[src/rtl/core/skcf_pkg.sv]
// Shared types, constants and helpers for the Sallen-Key crossover filter.
// No dependencies; every other file refers to this package by scoped names.
`timescale 1ns / 1ps

package skcf_pkg;

  localparam int unsigned FIXED_RES = 16500;
  localparam int unsigned HALF_RES  = 8250;
  localparam int unsigned RES_W     = $clog2(FIXED_RES);

  localparam logic signed [63:0] S64_MAX     = {1'b0, {63{1'b1}}};
  localparam logic signed [63:0] S64_MIN     = {1'b1, 63'd0};
  localparam logic signed [63:0] FIXED_RES_Q = {32'(FIXED_RES), 32'd0};
  localparam logic signed [63:0] HALF_RES_Q  = {32'(HALF_RES), 32'd0};

  typedef enum logic [3:0] {
    STEP_NODE  = 4'd0,
    STEP_IN    = 4'd1,
    STEP_ST1   = 4'd2,
    STEP_ST2   = 4'd3,
    STEP_GAIN  = 4'd4,
    STEP_CRES  = 4'd5,
    STEP_DIFF1 = 4'd6,
    STEP_CAP1  = 4'd7,
    STEP_DIFF2 = 4'd8,
    STEP_CAP2  = 4'd9
  } step_e;

  typedef enum logic [2:0] {MA_S, MA_C1, MA_C2, MA_VO, MA_TWO_RC} mul_a_e;
  typedef enum logic [2:0] {MB_HALF, MB_GIN, MB_GS1, MB_GS2, MB_NODE, MB_RES, MB_DIFF} mul_b_e;
  typedef enum logic [2:0] {AX_M, AX_ACC, AX_VO, AX_VA, AX_S} alu_x_e;
  typedef enum logic [2:0] {AY_ZERO, AY_M, AY_VO, AY_VA, AY_C1, AY_C2} alu_y_e;
  typedef enum logic [2:0] {
    DST_NODE, DST_ACC, DST_VO, DST_VA, DST_DIFF, DST_CAP1, DST_CAP2
  } dst_e;

  typedef struct packed {
    logic   uses_mul;
    mul_a_e a_sel;
    mul_b_e b_sel;
    alu_x_e x_sel;
    alu_y_e y_sel;
    logic   sub;
    dst_e   dst;
  } op_t;

  typedef struct packed {
    logic load_in;
    logic mul_go;
    logic alu_en;
    logic lo_latch;
    logic out_load;
    logic band;
    op_t  op;
  } cmd_t;

  typedef struct packed {
    logic mul_done;
    logic div_busy;
    logic out_free;
  } sts_t;

  typedef struct packed {
    logic signed [63:0] low_gain_in;
    logic signed [63:0] low_gain_state_one;
    logic signed [63:0] low_gain_state_two;
    logic signed [63:0] high_gain_in;
    logic signed [63:0] high_gain_state_one;
    logic signed [63:0] high_gain_state_two;
    logic [62:0]        cap_resistance;
    logic [62:0]        two_over_cap_resistance;
  } coef_t;

  function automatic logic signed [63:0] sat_addsub(input logic signed [63:0] x,
                                                    input logic signed [63:0] y,
                                                    input logic sub);
    logic signed [64:0] r;
    logic signed [63:0] res;
    if (sub) begin
      r = {x[63], x} - {y[63], y};
    end else begin
      r = {x[63], x} + {y[63], y};
    end
    if (r[64] != r[63]) begin
      res = r[64] ? S64_MIN : S64_MAX;
    end else begin
      res = r[63:0];
    end
    return res;
  endfunction

  // band low = lowpass, high = highpass
  function automatic op_t step_op(input step_e step, input logic band);
    op_t op;
    op.uses_mul = 1'b1;
    op.a_sel    = MA_TWO_RC;
    op.b_sel    = MB_DIFF;
    op.x_sel    = AX_M;
    op.y_sel    = AY_ZERO;
    op.sub      = 1'b0;
    op.dst      = DST_ACC;
    case (step)
      STEP_NODE: begin
        op.b_sel = MB_HALF;
        op.dst   = DST_NODE;
      end
      STEP_IN: begin
        op.a_sel = MA_S;
        op.b_sel = MB_GIN;
      end
      STEP_ST1: begin
        op.a_sel = MA_C1;
        op.b_sel = MB_GS1;
        op.x_sel = AX_ACC;
        op.y_sel = AY_M;
      end
      STEP_ST2: begin
        op.a_sel = MA_C2;
        op.b_sel = MB_GS2;
        op.x_sel = AX_ACC;
        op.y_sel = AY_M;
        op.dst   = DST_VO;
      end
      STEP_GAIN: begin
        op.a_sel = MA_VO;
        op.b_sel = MB_NODE;
        op.x_sel = AX_VO;
        op.y_sel = AY_M;
      end
      STEP_CRES: begin
        op.a_sel = MA_C2;
        op.b_sel = MB_RES;
        op.x_sel = AX_ACC;
        op.y_sel = AY_M;
        op.sub   = ~band;
        op.dst   = DST_VA;
      end
      STEP_DIFF1: begin
        op.uses_mul = 1'b0;
        op.x_sel    = band ? AX_S : AX_VA;
        op.y_sel    = band ? AY_VA : AY_VO;
        op.sub      = 1'b1;
        op.dst      = DST_DIFF;
      end
      STEP_CAP1: begin
        op.y_sel = AY_C1;
        op.sub   = 1'b1;
        op.dst   = DST_CAP1;
      end
      STEP_DIFF2: begin
        op.uses_mul = 1'b0;
        op.x_sel    = band ? AX_VA : AX_VO;
        op.y_sel    = band ? AY_VO : AY_ZERO;
        op.sub      = band;
        op.dst      = DST_DIFF;
      end
      STEP_CAP2: begin
        op.y_sel = AY_C2;
        op.sub   = 1'b1;
        op.dst   = DST_CAP2;
      end
      default: begin
        op.uses_mul = 1'b0;
        op.dst      = DST_DIFF;
      end
    endcase
    return op;
  endfunction

endpackage

[src/rtl/core/skcf_ctrl.sv]
// Controller: steps both filter bands through the datapath for one word.
// Depends on skcf_pkg for the step table and command/status types.
`timescale 1ns / 1ps

module skcf_ctrl (
  input  logic           clk_i,
  input  logic           rst_ni,
  input  logic           in_valid_i,
  output logic           in_ready_o,
  input  skcf_pkg::sts_t sts_i,
  output skcf_pkg::cmd_t cmd_o
);

  localparam logic [1:0] ST_IDLE   = 2'd0;
  localparam logic [1:0] ST_ISSUE  = 2'd1;
  localparam logic [1:0] ST_WAIT   = 2'd2;
  localparam logic [1:0] ST_FINISH = 2'd3;

  logic [1:0]      state_q, state_d;
  skcf_pkg::step_e step_q, step_d, step_nxt;
  logic            band_q, band_d, band_nxt, last;
  logic [1:0]      state_nxt;
  skcf_pkg::op_t   op;

  assign op = skcf_pkg::step_op(step_q, band_q);

  always_comb begin
    last      = (step_q == skcf_pkg::STEP_CAP2) && band_q;
    step_nxt  = skcf_pkg::step_e'(step_q + 4'd1);
    band_nxt  = band_q;
    state_nxt = ST_ISSUE;
    if (step_q == skcf_pkg::STEP_CAP2) begin
      step_nxt = skcf_pkg::STEP_IN;
      band_nxt = 1'b1;
      if (band_q) begin
        state_nxt = ST_FINISH;
      end
    end
  end

  always_comb begin
    cmd_o          = '0;
    cmd_o.op       = op;
    cmd_o.band     = band_q;
    cmd_o.lo_latch = (step_q == skcf_pkg::STEP_CAP2) && !band_q;
    in_ready_o     = (state_q == ST_IDLE) && !sts_i.div_busy;
    state_d        = state_q;
    step_d         = step_q;
    band_d         = band_q;
    case (state_q)
      ST_IDLE: begin
        if (in_valid_i && in_ready_o) begin
          cmd_o.load_in = 1'b1;
          state_d       = ST_ISSUE;
          step_d        = skcf_pkg::STEP_NODE;
          band_d        = 1'b0;
        end
      end
      ST_ISSUE: begin
        if (op.uses_mul) begin
          cmd_o.mul_go = 1'b1;
          state_d      = ST_WAIT;
        end else begin
          cmd_o.alu_en = 1'b1;
          state_d      = state_nxt;
          step_d       = step_nxt;
          band_d       = band_nxt;
        end
      end
      ST_WAIT: begin
        if (sts_i.mul_done) begin
          cmd_o.alu_en = 1'b1;
          state_d      = state_nxt;
          if (!last) begin
            step_d = step_nxt;
            band_d = band_nxt;
          end
        end
      end
      ST_FINISH: begin
        if (sts_i.out_free) begin
          cmd_o.out_load = 1'b1;
          state_d        = ST_IDLE;
        end
      end
      default: begin
        state_d = ST_IDLE;
      end
    endcase
  end

  always_ff @(posedge clk_i or negedge rst_ni) begin
    if (!rst_ni) begin
      state_q <= ST_IDLE;
      step_q  <= skcf_pkg::STEP_NODE;
      band_q  <= 1'b0;
    end else begin
      state_q <= state_d;
      step_q  <= step_d;
      band_q  <= band_d;
    end
  end

endmodule
[config.mk]
export PLATFORM = sky130hd
export DESIGN_NAME = skcf_ctrl
export DESIGN_NICKNAME = d
export VERILOG_FILES = /design/src/rtl/core/skcf_pkg.sv /design/src/rtl/core/skcf_ctrl.sv
export SDC_FILE = /design/constraint.sdc
export NUM_CORES = 1
export LEC_CHECK = 0
export ABC_AREA = 1
export ABC_CLOCK_PERIOD_IN_PS = 2180
export BUFFER_PORTS_ARGS = -buffer_cell sky130_fd_sc_hd__buf_2
export CORE_UTILIZATION = 52
export DETAILED_ROUTE_END_ITERATION = 8
export PLACE_DENSITY = 0.83
export SLEW_MARGIN = 20
export SYNTH_ARGS = -nofsm -noshare
export SYNTH_HDL_FRONTEND = slang
export SYNTH_SLANG_ARGS = --single-unit
[constraint.sdc]
create_clock -name clk_i -period 2.18 [get_ports clk_i]
set_input_delay 0.109 -clock clk_i [delete_from_list [all_inputs] [get_ports clk_i]]
set_output_delay 0.109 -clock clk_i [all_outputs]
set_load 0.03 [all_outputs]
==> results.yml <==
outcome:
  status: "finished, final reports clean"
sta:
  hold_viol_final: 0
  skew_ns: 0.001869
  tightest_slew_ns: 0.5305
  timing.setup.tns_ns: 0
  setup_viol: 0
  rsz0062_at_grt: "false"
  fmax_ghz: 0.5474
  drv_slew: 0
  min_period_over_period_pct: 83.79
  fin_crit_ns: 1.827
  slew_headroom_pct: 64.63
worst_hold_path:
  min_path_type: "input port to asynchronous set/reset pin"
clock_network:
  tritoncts: "built"
  h-tree-depth: 1
  cts-resized-gates: 0
  cts-hold-fix-buffers: 1
  postCtsSetupBuffers: 0
  clkLatencyLatePin_ns: 0.24
  cts_buffers: 3
  root_buffer: "clkbuf_4"
  clkTransAtPathRegs_ns: 0.05
  cts_buffer_depth: 2
  cts.sinks: 7
placement:
  dp_hpwl_mm: 1.611
  numPortBuffers: 29
  dp_cells: 180
  dpl_cell_area_um2: 977.2
  routabilityCongestion: 0.8364
power_and_ir_drop:
  peakVddDrop_uv: 879.6
  power-per-cell-area_nw_per_um2: 1455
  power_leakage_nw: 0.6375
critical_path:
  regToRegStartpoint: "state_q[0]"
  critPathMaxFanout: 9
  cp.arrival_ns: 1.72
  startpoint_type: "register"
  required_ns: 2.07
  critPathLaunch: "step_q[1]"
  end_kind: "primary output"
  critical_path_class: "register to primary output"
final_layout:
  diodes: 0
  utilization_pct: 67.28
  mostFrequentLayoutCells: "nand2_1, buf_2, nor2_1"
  mostFrequentLayoutCell: "nand2_1"
  design_area_um2: 1013
  layout.nets: 180
  drive_gt1_share_pct: 28.40
  syn_to_final_growth_pct: 19.65
  layout.cells.non_filler: 185
run:
  drv_cap: 0
route:
  vias_per_cell: 5.200
  drtIter0Drc: 23
  drt-pass1-iter-count: 4
  routed-via-count: 962
  wire_per_inst_um: 10.52
  totalWireLength_mm: 1.946
  ant_nets: 0
  drc: 0
synth:
  synth_seq_cells: 7
  yosys_warnings: 0
  ys_seq_area_share_pct: 20.68
  synth_area_leaders: "dfrtp_1, nand2_1, nand3_1"
  synthesis.area_um2: 847.1
  yosysTopAreaCellShare_pct: 20.68
  synth_top_area_cell: "dfrtp_1"
  synth_fp_nets: 149
  synth_cells: 139
  yosys.cell_types.count: 22
  avgSynthCellArea_um2: 6.094
global_routing:
  grt_overflow: 0
  antenna_found_initial: 0
  grt_pass1_wl_mm: 3.436
  grt_pass1_vias: 854
  grt_max_degree: 13
  grtUsageTotal_pct: 24.57
floorplan:
  die_area_um2: 1794
  ios: 30
  core_area_um2: 1506
  rows: 14
  dieHeight_um: 42.36
  die_w_um: 42.36
  start_util_pct: 56.23
-- synthesized netlist by cell type --
master,instances
a21oi_1,8
buf_2,1
buf_4,1
buf_6,2
dfrtp_1,7
ha_1,4
inv_1,16
inv_2,3
inv_4,2
nand2_1,36
nand2_2,3
nand2_4,1
nand3_1,16
nand3_2,3
nand4_1,1
nor2_1,21
nor2_2,1
nor2_4,2
nor2_8,1
nor3_1,3
o2111ai_1,1
o21ai_0,6
-- sequential cells by signal (all words and copies together) (netlist names) --
signal,count
band_q,1
state_q,2
step_q,4
-- cells by family after synthesis --
kind of cell | after synthesis | synth area share, %
and+or+nand+nor | 88 | 50.08
buffers and inverters | 25 | 14.03
adders and majority gates | 4 | 5.909
DFF | 7 | 20.68
AOI/OAI and AO/OA | 15 | 9.306
-- critical path, cell delays in order (launching register included) --
cell,delay (ns)
dfrtp_1,0.58
inv_4,0.11
nor2_4,0.14
nand2_2,0.08
nand2_1,0.12
nand2_1,0.07
a21oi_1,0.14
buf_2,0.22
-- per-layer routing --
metal  up-vias  GRT usage, %  wire, um
met5         -             0         0
met4         0         13.13         8
met3         2         3.448       104
met2        34         37.23       939
met1       425         33.70       894
li1        501             -         -
-- area by class of cell --
| cell class | count | area (um^2) |
|---|---|---|
| Clock buffer | 4 | 26.28 |
| Fill cell | 140 | 493.0 |
| Inverter | 21 | 83.83 |
| Multi-Input combinational cell | 107 | 553.0 |
| Sequential cell | 7 | 175.2 |
| Tap cell | 16 | 20.02 |
| Timing Repair Buffer | 30 | 155.1 |
-- worst paths after layout --
path	cells after the start	slack, ns	endpoint
max	7	0.35	cmd_o[20]
min	2	0.22	step_q[1]
max reg2reg	8	0.63	band_q
min reg2reg	2	0.63	band_q
max in group asynchronous	2	1.81	step_q[3]
min in group clk_i	4	0.32	state_q[1]
-- where the power goes --
| part | switching (W) | internal [W] | total [W] |
|---|---|---|---|
| registers | 0.0000945 | 0.000171 | 0.000265 |
| logic | 0.000784 | 0.000314 | 0.00110 |
| clock network | 0.0000426 | 0.0000695 | 0.000112 |
-- through the flow --
step                power, W  hold slack (ns)  worst slack (ns)
floorplan           0.001136          -0.1866            0.2203
global placement    0.001340         -0.05550            0.6808
detailed placement  0.001357         -0.05469            0.6496
CTS                 0.001482           0.2101            0.3648
global route        0.001606           0.2335            0.2004
finish              0.001475           0.2189            0.3533
Note: power is estimated with default switching activity, not from simulation.
